File: src/rtl/stdf_pkg.sv
// Package for the SeaTalk datagram deframer: widths, byte codes, state types
// and the control struct passed from the deframer core to the frame store.
// No dependencies.
`timescale 1ns / 1ps
`default_nettype none

package stdf_pkg;

  localparam int unsigned BYTE_W        = 8;
  localparam int unsigned LEN_W         = 5;
  localparam int unsigned MAX_FRAME_DEF = 18;

  localparam logic [BYTE_W-1:0] BYTE_MARK = 8'hFF;
  localparam logic [BYTE_W-1:0] BYTE_NULL = 8'h00;

  localparam logic [LEN_W-1:0] ATTR_BIAS = 5'd3;
  localparam logic [LEN_W-1:0] HDR_LEN   = 5'd2;
  localparam logic [LEN_W-1:0] POS_CMD   = 5'd0;
  localparam logic [LEN_W-1:0] POS_ATTR  = 5'd1;

  typedef enum logic [1:0] {
    MARK_NONE = 2'd0,
    MARK_FF   = 2'd1,
    MARK_FF00 = 2'd2
  } mark_e;

  typedef enum logic [1:0] {
    ST_IDLE,
    ST_TAKE,
    ST_EMIT
  } state_e;

  typedef struct packed {
    logic              wr_en;
    logic [LEN_W-1:0]  wr_addr;
    logic [BYTE_W-1:0] wr_data;
    logic              emit_start;
    logic [LEN_W-1:0]  emit_len;
  } store_ctl_t;

endpackage

`default_nettype wire

File: src/rtl/stdf_if.sv
// Request channel interfaces of the SeaTalk datagram deframer.
// Depends on stdf_pkg for field widths.
`timescale 1ns / 1ps
`default_nettype none

interface stdf_rx_if;
  logic                      valid;
  logic                      ready;
  logic [stdf_pkg::BYTE_W-1:0] rx_byte;

  modport source (output valid, output rx_byte, input ready);
  modport sink (input valid, input rx_byte, output ready);
endinterface

interface stdf_frame_if;
  logic                       valid;
  logic                       ready;
  logic [stdf_pkg::BYTE_W-1:0] frame_byte;
  logic [stdf_pkg::LEN_W-1:0]  byte_position;
  logic                       frame_last;

  modport source (output valid, output frame_byte, output byte_position,
                  output frame_last, input ready);
  modport sink (input valid, input frame_byte, input byte_position,
                input frame_last, output ready);
endinterface

`default_nettype wire

File: src/rtl/stdf_store.sv
// Datagram byte memory with a streaming readout into the output register.
// Depends on stdf_pkg and stdf_if.
`timescale 1ns / 1ps
`default_nettype none

module stdf_store #(
  parameter int unsigned MAX_FRAME = stdf_pkg::MAX_FRAME_DEF
) (
  input  wire                  clk_i,
  input  wire                  rst_ni,
  input  stdf_pkg::store_ctl_t ctl_i,
  output logic                 busy_o,
  stdf_frame_if.source         frame_o
);

  localparam int unsigned AW = $clog2(MAX_FRAME);

  logic [stdf_pkg::BYTE_W-1:0] mem [MAX_FRAME];

  logic                         issuing_q, issuing_d;
  logic [stdf_pkg::LEN_W-1:0]   rd_ptr_q, rd_ptr_d;
  logic [stdf_pkg::LEN_W-1:0]   len_q, len_d;
  logic                         rv_q, rv_d;
  logic                         out_valid_q, out_valid_d;
  logic [stdf_pkg::BYTE_W-1:0]  rdata_q;
  logic [stdf_pkg::LEN_W-1:0]   rpos_q;
  logic                         rlast_q;
  logic [stdf_pkg::BYTE_W-1:0]  out_byte_q;
  logic [stdf_pkg::LEN_W-1:0]   out_pos_q;
  logic                         out_last_q;
  logic                         load_out;
  logic                         rd_en;
  logic                         rd_is_last;

  assign load_out   = rv_q && (!out_valid_q || frame_o.ready);
  assign rd_en      = issuing_q && (!rv_q || load_out);
  assign rd_is_last = (rd_ptr_q == len_q - stdf_pkg::LEN_W'(1));

  always_comb begin
    issuing_d   = issuing_q;
    rd_ptr_d    = rd_ptr_q;
    len_d       = len_q;
    rv_d        = rv_q;
    out_valid_d = out_valid_q;
    if (ctl_i.emit_start) begin
      issuing_d = 1'b1;
      rd_ptr_d  = '0;
      len_d     = ctl_i.emit_len;
    end else if (rd_en) begin
      rd_ptr_d = rd_ptr_q + stdf_pkg::LEN_W'(1);
      if (rd_is_last) begin
        issuing_d = 1'b0;
      end
    end
    if (rd_en) begin
      rv_d = 1'b1;
    end else if (load_out) begin
      rv_d = 1'b0;
    end
    if (load_out) begin
      out_valid_d = 1'b1;
    end else if (frame_o.ready) begin
      out_valid_d = 1'b0;
    end
  end

  always_ff @(posedge clk_i or negedge rst_ni) begin
    if (!rst_ni) begin
      issuing_q   <= 1'b0;
      rd_ptr_q    <= '0;
      len_q       <= '0;
      rv_q        <= 1'b0;
      out_valid_q <= 1'b0;
    end else begin
      issuing_q   <= issuing_d;
      rd_ptr_q    <= rd_ptr_d;
      len_q       <= len_d;
      rv_q        <= rv_d;
      out_valid_q <= out_valid_d;
    end
  end

  always_ff @(posedge clk_i) begin
    if (ctl_i.wr_en) begin
      mem[ctl_i.wr_addr[AW-1:0]] <= ctl_i.wr_data;
    end
  end

  always_ff @(posedge clk_i) begin
    if (rd_en) begin
      rdata_q <= mem[rd_ptr_q[AW-1:0]];
      rpos_q  <= rd_ptr_q;
      rlast_q <= rd_is_last;
    end
    if (load_out) begin
      out_byte_q <= rdata_q;
      out_pos_q  <= rpos_q;
      out_last_q <= rlast_q;
    end
  end

  assign busy_o                = issuing_q;
  assign frame_o.valid         = out_valid_q;
  assign frame_o.frame_byte    = out_byte_q;
  assign frame_o.byte_position = out_pos_q;
  assign frame_o.frame_last    = out_last_q;

endmodule

`default_nettype wire

File: src/rtl/seatalk_datagram_deframer.sv
// SeaTalk datagram deframer: takes one received byte per request and accepts
// none while one is taken (a held 0xFF released with the next byte is taken
// first, then that byte). The byte that completes a datagram stalls input
// until the store has issued the readout; the bytes pass a read register and
// the output register and leave one per cycle while the output is ready.
// Reset clears the mark phase and framing state; the byte memory is not reset.
`timescale 1ns / 1ps
`default_nettype none

module seatalk_datagram_deframer #(
  parameter int unsigned MAX_FRAME = stdf_pkg::MAX_FRAME_DEF
) (
  input  wire          clk_i,
  input  wire          rst_ni,
  stdf_rx_if.sink      rx_i,
  stdf_frame_if.source frame_o
);

  stdf_pkg::state_e             state_q, state_d;
  stdf_pkg::mark_e              mark_q, mark_d;
  logic [stdf_pkg::BYTE_W-1:0]  a_byte_q, a_byte_d;
  logic                         a_cmd_q, a_cmd_d;
  logic [stdf_pkg::BYTE_W-1:0]  b_byte_q, b_byte_d;
  logic                         b_cmd_q, b_cmd_d;
  logic                         b_vld_q, b_vld_d;
  logic                         in_frame_q, in_frame_d;
  logic                         await_q, await_d;
  logic [stdf_pkg::LEN_W-1:0]   len_q, len_d;
  logic [stdf_pkg::LEN_W-1:0]   left_q, left_d;

  stdf_pkg::store_ctl_t         ctl;
  logic                         store_busy;
  logic                         accept;
  logic                         in_parity;
  logic                         in_take;
  logic                         take_emit;
  logic [stdf_pkg::LEN_W-1:0]   attr_len;

  assign rx_i.ready = (state_q == stdf_pkg::ST_IDLE);
  assign accept     = rx_i.valid && rx_i.ready;
  assign in_parity  = ^rx_i.rx_byte;
  assign attr_len   = {1'b0, a_byte_q[3:0]} + stdf_pkg::ATTR_BIAS;

  always_comb begin
    in_take = 1'b0;
    if (accept) begin
      unique case (mark_q)
        stdf_pkg::MARK_FF:   in_take = (rx_i.rx_byte != stdf_pkg::BYTE_NULL);
        stdf_pkg::MARK_FF00: in_take = 1'b1;
        default:             in_take = (rx_i.rx_byte != stdf_pkg::BYTE_MARK);
      endcase
    end
  end

  assign take_emit = !a_cmd_q && in_frame_q && !await_q &&
                     (left_q == stdf_pkg::LEN_W'(1));

  always_comb begin
    state_d = state_q;
    unique case (state_q)
      stdf_pkg::ST_IDLE: begin
        if (in_take) begin
          state_d = stdf_pkg::ST_TAKE;
        end
      end
      stdf_pkg::ST_TAKE: begin
        if (take_emit) begin
          state_d = stdf_pkg::ST_EMIT;
        end else if (!b_vld_q) begin
          state_d = stdf_pkg::ST_IDLE;
        end
      end
      stdf_pkg::ST_EMIT: begin
        if (!store_busy) begin
          state_d = b_vld_q ? stdf_pkg::ST_TAKE : stdf_pkg::ST_IDLE;
        end
      end
      default: state_d = stdf_pkg::ST_IDLE;
    endcase
  end

  always_comb begin
    mark_d     = mark_q;
    a_byte_d   = a_byte_q;
    a_cmd_d    = a_cmd_q;
    b_byte_d   = b_byte_q;
    b_cmd_d    = b_cmd_q;
    b_vld_d    = b_vld_q;
    in_frame_d = in_frame_q;
    await_d    = await_q;
    len_d      = len_q;
    left_d     = left_q;
    ctl        = '0;
    unique case (state_q)
      stdf_pkg::ST_IDLE: begin
        if (accept) begin
          unique case (mark_q)
            stdf_pkg::MARK_FF: begin
              if (rx_i.rx_byte == stdf_pkg::BYTE_NULL) begin
                mark_d = stdf_pkg::MARK_FF00;
              end else begin
                a_byte_d = stdf_pkg::BYTE_MARK;
                a_cmd_d  = 1'b0;
                if (rx_i.rx_byte != stdf_pkg::BYTE_MARK) begin
                  mark_d   = stdf_pkg::MARK_NONE;
                  b_byte_d = rx_i.rx_byte;
                  b_cmd_d  = in_parity;
                  b_vld_d  = 1'b1;
                end
              end
            end
            stdf_pkg::MARK_FF00: begin
              mark_d   = stdf_pkg::MARK_NONE;
              a_byte_d = rx_i.rx_byte;
              a_cmd_d  = !in_parity;
            end
            default: begin
              mark_d   = (rx_i.rx_byte == stdf_pkg::BYTE_MARK) ? stdf_pkg::MARK_FF
                                                               : stdf_pkg::MARK_NONE;
              a_byte_d = rx_i.rx_byte;
              a_cmd_d  = in_parity;
            end
          endcase
        end
      end
      stdf_pkg::ST_TAKE: begin
        if (a_cmd_q) begin
          ctl.wr_en   = 1'b1;
          ctl.wr_addr = stdf_pkg::POS_CMD;
          ctl.wr_data = a_byte_q;
          in_frame_d  = 1'b1;
          await_d     = 1'b1;
          left_d      = '0;
          len_d       = '0;
        end else if (in_frame_q) begin
          if (await_q) begin
            await_d = 1'b0;
            if (attr_len > stdf_pkg::LEN_W'(MAX_FRAME)) begin
              in_frame_d = 1'b0;
            end else begin
              len_d       = attr_len;
              left_d      = attr_len - stdf_pkg::HDR_LEN;
              ctl.wr_en   = 1'b1;
              ctl.wr_addr = stdf_pkg::POS_ATTR;
              ctl.wr_data = a_byte_q;
            end
          end else if (left_q == '0) begin
            in_frame_d = 1'b0;
          end else begin
            ctl.wr_en   = 1'b1;
            ctl.wr_addr = len_q - left_q;
            ctl.wr_data = a_byte_q;
            left_d      = left_q - stdf_pkg::LEN_W'(1);
            if (take_emit) begin
              ctl.emit_start = 1'b1;
              ctl.emit_len   = len_q;
              in_frame_d     = 1'b0;
            end
          end
        end
        if (!take_emit && b_vld_q) begin
          a_byte_d = b_byte_q;
          a_cmd_d  = b_cmd_q;
          b_vld_d  = 1'b0;
        end
      end
      stdf_pkg::ST_EMIT: begin
        if (!store_busy && b_vld_q) begin
          a_byte_d = b_byte_q;
          a_cmd_d  = b_cmd_q;
          b_vld_d  = 1'b0;
        end
      end
      default: begin
      end
    endcase
  end

  always_ff @(posedge clk_i or negedge rst_ni) begin
    if (!rst_ni) begin
      state_q    <= stdf_pkg::ST_IDLE;
      mark_q     <= stdf_pkg::MARK_NONE;
      b_vld_q    <= 1'b0;
      in_frame_q <= 1'b0;
      await_q    <= 1'b0;
      len_q      <= '0;
      left_q     <= '0;
    end else begin
      state_q    <= state_d;
      mark_q     <= mark_d;
      b_vld_q    <= b_vld_d;
      in_frame_q <= in_frame_d;
      await_q    <= await_d;
      len_q      <= len_d;
      left_q     <= left_d;
    end
  end

  always_ff @(posedge clk_i) begin
    a_byte_q <= a_byte_d;
    a_cmd_q  <= a_cmd_d;
    b_byte_q <= b_byte_d;
    b_cmd_q  <= b_cmd_d;
  end

  stdf_store #(
    .MAX_FRAME(MAX_FRAME)
  ) u_store (
    .clk_i  (clk_i),
    .rst_ni (rst_ni),
    .ctl_i  (ctl),
    .busy_o (store_busy),
    .frame_o(frame_o)
  );

endmodule

`default_nettype wire
File: src/flat_wrapper.sv
// flat-port wrapper written by rule: the top's interface ports become plain ports
module seatalk_datagram_deframer_flat 
#(
  parameter int unsigned MAX_FRAME = stdf_pkg::MAX_FRAME_DEF
)
  (clk_i, rst_ni, rx_i_valid, rx_i_rx_byte, rx_i_ready, frame_o_valid, frame_o_frame_byte, frame_o_byte_position, frame_o_frame_last, frame_o_ready);
  stdf_rx_if rx_i_i ();
  stdf_frame_if frame_o_i ();
  input  wire clk_i;
  input  wire rst_ni;
  input wire logic [$bits(rx_i_i.valid)-1:0] rx_i_valid;
  input wire logic [$bits(rx_i_i.rx_byte)-1:0] rx_i_rx_byte;
  output wire logic [$bits(rx_i_i.ready)-1:0] rx_i_ready;
  output wire logic [$bits(frame_o_i.valid)-1:0] frame_o_valid;
  output wire logic [$bits(frame_o_i.frame_byte)-1:0] frame_o_frame_byte;
  output wire logic [$bits(frame_o_i.byte_position)-1:0] frame_o_byte_position;
  output wire logic [$bits(frame_o_i.frame_last)-1:0] frame_o_frame_last;
  input wire logic [$bits(frame_o_i.ready)-1:0] frame_o_ready;
  assign rx_i_i.valid = rx_i_valid;
  assign rx_i_i.rx_byte = rx_i_rx_byte;
  assign rx_i_ready = rx_i_i.ready;
  assign frame_o_valid = frame_o_i.valid;
  assign frame_o_frame_byte = frame_o_i.frame_byte;
  assign frame_o_byte_position = frame_o_i.byte_position;
  assign frame_o_frame_last = frame_o_i.frame_last;
  assign frame_o_i.ready = frame_o_ready;
  seatalk_datagram_deframer #(.MAX_FRAME(MAX_FRAME)) u_core (.clk_i(clk_i), .rst_ni(rst_ni), .rx_i(rx_i_i), .frame_o(frame_o_i));
endmodule
File: config.mk
export PLATFORM = sky130hd
export DESIGN_NAME = seatalk_datagram_deframer_flat
export DESIGN_NICKNAME = d
export VERILOG_FILES = /design/src/rtl/stdf_pkg.sv /design/src/rtl/stdf_if.sv /design/src/rtl/stdf_store.sv /design/src/rtl/seatalk_datagram_deframer.sv /design/src/flat_wrapper.sv
export SDC_FILE = /design/constraint.sdc
export NUM_CORES = 1
export LEC_CHECK = 0
export ABC_AREA = 0
export BUFFER_PORTS_ARGS = -buffer_cell sky130_fd_sc_hd__buf_2
export CELL_PAD_IN_SITES_DETAIL_PLACEMENT = 0
export CELL_PAD_IN_SITES_GLOBAL_PLACEMENT = 1
export CORE_UTILIZATION = 48
export CTS_CLUSTER_DIAMETER = 150
export CTS_CLUSTER_SIZE = 40
export DETAILED_ROUTE_END_ITERATION = 10
export PLACE_DENSITY_LB_ADDON = 0.1
export SLEW_MARGIN = 10
export SYNTH_ARGS = -nofsm -noshare
export SYNTH_HDL_FRONTEND = slang
export SYNTH_SLANG_ARGS = --single-unit
File: constraint.sdc
create_clock -name clk_i -period 3.7 [get_ports clk_i]
set_clock_uncertainty 0.2 [all_clocks]
set_input_delay 0.74 -clock clk_i [delete_from_list [all_inputs] [get_ports clk_i]]
set_output_delay 0.74 -clock clk_i [all_outputs]
set_load 0.02 [all_outputs]
### Word level (Yosys, flattened, before mapping)

Memory sizes are Yosys's and may differ from the RTL's. A register that Yosys moved wholly into a read port is not among the register bits.
Index checks and enable logic that the tools add are counted.

* input port bits: 12
* memory bits (writable): 144
* memories: 1
* bits in registers: 68

* mux-type cells: 68
* bitwise gates (word level): 1
* reduce and logical (&&, ||, !) cells: 38
* add/subtract/negate cells: 6
* eq/ne operators: 22
* order comparisons: 1

Memories
* u_core.u_store.mem: words 18, width 8, rd ports 1, clocked after Yosys merged registers in 1, write ports 1, RTL line stdf_store.sv:18 `logic [stdf_pkg::BYTE_W-1:0] mem [MAX_FRAME];`

Operators by type and width (number)
* 2-to-1 mux 20 bit: 3
* 2-to-1 mux 5 bit: 11
* 2-to-1 mux 14 bit: 3
* 2-to-1 mux 8 bit: 5
* 2-to-1 mux 1 bit: 30
* one-hot mux 8 bit (3 select lines): 1
* 2-to-1 mux 6 bit: 3
* 2-to-1 mux 2 bit: 6
* != test 2 bit (second input constant): 6
* nonzero test 2 bit: 6
* AND reduction 5 bit: 2
* subtractor 5 x 1 -> 5 bit (second input constant): 2
* equality test 8 bit (second input constant): 1
* logical AND 1 bit: 8
* logical NOT 8 bit: 1
* != test 8 bit (second input constant): 1
* AND reduction 4 bit: 2
* nonzero test 8 bit: 1
* parity 8 bit: 1
* logical NOT 1 bit: 7
* AND reduction 7 bit: 1
* != test 2 x 1 -> 1 bit (second input constant): 3
* != test 3 x 1 -> 1 bit (second input constant): 2
* != test 3 bit (second input constant): 2
* other kinds (21): 28

### Longest topological paths before layout

* depth in word-level cells: 12
* gate-level depth with buffers: 10

### Modules after synthesis

A second synthesis with hierarchy kept.

* cells, all modules: 626
* area total of the unflattened synthesis: 9710.6 um^2

By module, submodules not included
* stdf_store: area an instance 7252.0 um^2, instances 1, cells each 380
* seatalk_datagram_deframer: area an instance 2458.6 um^2, instances 1, cells each 246

### Worst setup path before layout

OpenSTA, ideal clock, no wires.

* kind: reg2reg
* start: register u_core.a_byte_q[0] in the netlist's numbering
* end: memory u_core.u_store.mem[15][0] in the netlist's numbering, enable pin
* period minus slack after synthesis: 3.321 ns
* path slack: 0.379 ns
* library setup time: 0.395 ns
* data arrival time: 2.726 ns
* path buffers: 1
* data required time: 3.105 ns
* cell stages (with the launch flop): 10
* cell sequence: edfxtp_1 inv_1 ha_1 xor2_1 ha_1 o22ai_1 a211o_1 o31a_2 buf_6 nor4_1

* cells in the longest elaborated chain, start to end: 9

Ends and longest elaborated chain
* start: declaration: RTL line seatalk_datagram_deframer.sv:21 `logic [stdf_pkg::BYTE_W-1:0] a_byte_q, a_byte_d;`
* start signal: assignment: RTL line seatalk_datagram_deframer.sv:200 `a_byte_q <= a_byte_d;`
* adder 4 x 2 -> 5 bit *: RTL line seatalk_datagram_deframer.sv:42 `assign attr_len = {1'b0, a_byte_q[3:0]} + stdf_pkg::ATTR_BIAS;`
* greater-than comparator 5 bit *: RTL line seatalk_datagram_deframer.sv:138 `if (attr_len > stdf_pkg::LEN_W'(MAX_FRAME)) begin`
* 2-to-1 mux 14 bit *: RTL line seatalk_datagram_deframer.sv:138
* 2-to-1 mux 14 bit *: RTL line seatalk_datagram_deframer.sv:136 `if (await_q) begin`
* 2-to-1 mux 20 bit *: RTL line seatalk_datagram_deframer.sv:135 `end else if (in_frame_q) begin`
* 2-to-1 mux 14 bit *: RTL line seatalk_datagram_deframer.sv:127 `if (a_cmd_q) begin`
* 2-to-1 mux 20 bit *: RTL line seatalk_datagram_deframer.sv:94 `unique case (state_q)`
* 2-to-1 mux 1 bit: RTL line stdf_store.sv:84 `if (ctl_i.wr_en) begin`
* 2-to-1 mux 1 bit (not written as such): RTL line stdf_store.sv:85 `mem[ctl_i.wr_addr[AW-1:0]] <= ctl_i.wr_data;`
* end: declaration: RTL line stdf_store.sv:18

Mark *: on every way between the ends. The rest lies on a longest branch, timed or not.

### Worst setup path in the final report

* start: register u_core.a_byte_q[0] in the netlist's numbering
* end: memory u_core.u_store.mem[8][6] in the netlist's numbering, enable pin

The elaborated chain is that of the path after synthesis.

==> impl_metrics.toml <==
[placed_design]
finalWeightedCongestion = 0.825
io_buffers = 27
dpl.hpwl_um = 12100
place_area_um2 = 10100

[logic_synthesis]
synth_top_area_share = 0.598
ys_warn_count = 0
ys_seq_area_frac = 0.676
avgSynthCellArea_um2 = 15.9
synth_common_cells = "190 x edfxtp_1, 31 x nand2_1, 30 x dfrtp_1, 29 x mux4_2, 28 x nor2_1"
yosysTopAreaCell = "edfxtp_1"
syn_inst = 599
syn-cell-area_um2 = 9550
ys_types = 62
ys_async_sr_fraction = 0.136
synth_ff_type = "edfxtp_1"
mappedNetlistNets = 638
ys_seq_elements = 220
synth_edf_count = 190
synth_area_leaders = "edfxtp_1 60%, dfrtp_1 7.9%, mux4_2 6.8%"
yosysMostFrequentCell = "edfxtp_1"

[worst_hold_path]
hp-class = "input pin to async pin"

[power_and_ir_drop]
power_leakage_nw = 3.63
power.density_nw_per_um2 = 778
peakVddDrop_v = 0.000322

[global_route]
grt_pass1_wl_um = 27400
grt_pass1_vias = 4902
grt_antenna_before_repair = 0
grt-ovfl-total = 0
grt_max_degree = 42
track_usage = 0.179

[clock_network]
clk_path_buf_depth = 3
cts_tree = "done"
cts-resized-gates = 0
cts.clk_slew.worst_paths_ns = 0.15
cts_setup_buffers = 0
postCtsHoldBufs = 0
h-tree-depth = 1
clk_latency_ns = 0.49
numCtsBuffers = 9
cts_sinks = 220
cts_root_buffer = "clkbuf_16"

[routing]
antenna_left = 0
drtPass1Iterations = 4
routedWlPerCell_um = 19.1
wl_um = 17400
drt_iter0_drc = 284
num_vias = 5007
avgViaCountPerCell = 5.51
post-route-drc-count = 0

[setup_path]
required_ns = 3.67
cp-startpoint = "u_core.a_byte_q[0]"
crit_slowest_cell = "edfxtp_1"
crit_cells = 10
path_buf_inv = 2
crit_fanout = 10
crit_top_cell = "ha_1"
worstSetupEndpointType = "flop"
cp_top_family = "compound AO/OA/AOI/OAI gates"
critPathLaunchType = "flop"
worstSetupPathType = "flop to flop"
worstRegToRegCells = 10
cp_data_arrival_time_ns = 3.20
crit_chain = "inv_1, ha_1, xor2_1, ha_1, o22ai_1, a211o_1, o31a_2, nand2_2, nor3_1, buf_4"
r2r_start = "u_core.a_byte_q[0]"
critPathMaxStageDelay_ns = 0.51

[floorplanning]
initial_utilization = 0.491
io_pins = 28
core_um2 = 19500
chipWidth_um = 143
die_y_um = 143
rows = 51
die_area_um2 = 20500

[run_status]
status = "finished clean"

[timing]
final.min_clock_period_ns = 3.23
hold_viol_final = 0
slew_viol_final = 0
holdWs_ns = 0.0813
tightest_slew_ns = 0.766
rsz0062_at_grt = "no"
fin_crit_sh = 0.874
fmax_ghz = 0.309
maxSlewHeadroom = 0.489
setup_viol = 0
fin_tns_setup_ns = 0

[cells_and_area]
diodes = 0
fin_area_um2 = 10400
drive_above_1_share = 0.182
fill_cells = 1561
area_growth_pct = 8.51
fin_nets = 681

[job]
max_cap_viol_count = 0
-- power breakdown --
| part | internal (mW) | switching, mW | total, mW |
|---|---|---|---|
| clock | 0.467 | 0.699 | 1.17 |
| sequential | 3.46 | 0.360 | 3.82 |
| combinational | 1.23 | 1.83 | 3.07 |
-- registers in the layout, summed over array words and instances (netlist names), 8 cells and up --
signal,cells
u_core.u_store.rdata_q,8
u_core.b_byte_q,8
u_core.a_byte_q,8
u_core.u_store.frame_o.frame_byte,8
u_core.u_store.mem,144
-- cells in the final DEF (no fill, tap or decap), types with 9 or more instances in the layout --
cell,n
buf_4,31
edfxtp_1,190
clkbuf_16,9
buf_2,27
nand2_1,31
mux4_2,29
mux2i_1,17
o21ai_0,24
nor2b_1,11
and2_1,9
nor2_1,28
ha_1,26
nor3_1,15
inv_1,25
xnor2_1,12
xor2_1,13
a21oi_1,13
dfrtp_1,29
-- kinds of logic (layout without fill, tap and decap cells) --
| kind of cell | count (synthesis) | after routing | synth area share |
|---|---|---|---|
| compound gates | 83 | 83 | 0.0615 |
| fa+ha+maj | 27 | 27 | 0.0362 |
| flops | 220 | 220 | 0.676 |
| xor+xnor | 25 | 25 | 0.0229 |
| mux | 53 | 53 | 0.0992 |
| simple gates | 139 | 139 | 0.0772 |
| buf+inv | 52 | 96 | 0.0267 |
-- per-layer routing --
metal  share of wire  wire length, um  global-route usage
met5               0                0                   0
met4           0.012              206              0.0374
met3           0.034              598              0.0208
met2            0.47             8100               0.286
met1            0.49             8470               0.265
-- final timing paths --
| kind | endpoint | slack (ns) |
|---|---|---|
| worst max-delay path | u_core.u_store.mem[8][6] | 0.47 |
| worst min-delay path | u_core.u_store.frame_o.valid | 0.08 |
| worst max register to register | u_core.u_store.mem[8][6] | 0.47 |
| worst min register to register | u_core.u_store.frame_o.frame_byte[2] | 0.23 |
| max in group asynchronous | u_core.u_store.rd_ptr_q[0] | 2.71 |
| min in group clk_i | u_core.u_store.frame_o.frame_byte[2] | 0.23 |
-- per-stage QoR --
step / power, mW / util / setup slack, ns / instances
3_5_place_dp: 6.98 / 0.519 / 0.533 / 896
2_1_floorplan: 6.05 / - / 0.379 / 599
3_3_place_gp: 6.94 / 0.519 / 0.626 / 896
4_1_cts: 8.14 / 0.532 / 0.458 / 908
5_1_grt: 8.56 / 0.532 / 0.239 / 908
6_report: 8.06 / 0.532 / 0.468 / 908
-- final cells by class --
cell class	count	area [um2]	area share
clock buffer	11	233	0.0225
clock inverter	1	20.0	0.00193
inverter	25	93.8	0.00906
multi-input combinational	327	2840	0.274
sequential	220	6460	0.623
tap	265	332	0.0320
timing repair buffer	59	388	0.0374
-- worst register-to-register path: stages, from the launching register on --
cell	delay (ns)
edfxtp_1	0.51
inv_1	0.10
ha_1	0.25
xor2_1	0.17
ha_1	0.24
o22ai_1	0.30
a211o_1	0.26
o31a_2	0.31
nand2_2	0.14
nor3_1	0.21
buf_4	0.21
(Power assumes the default switching activity.)
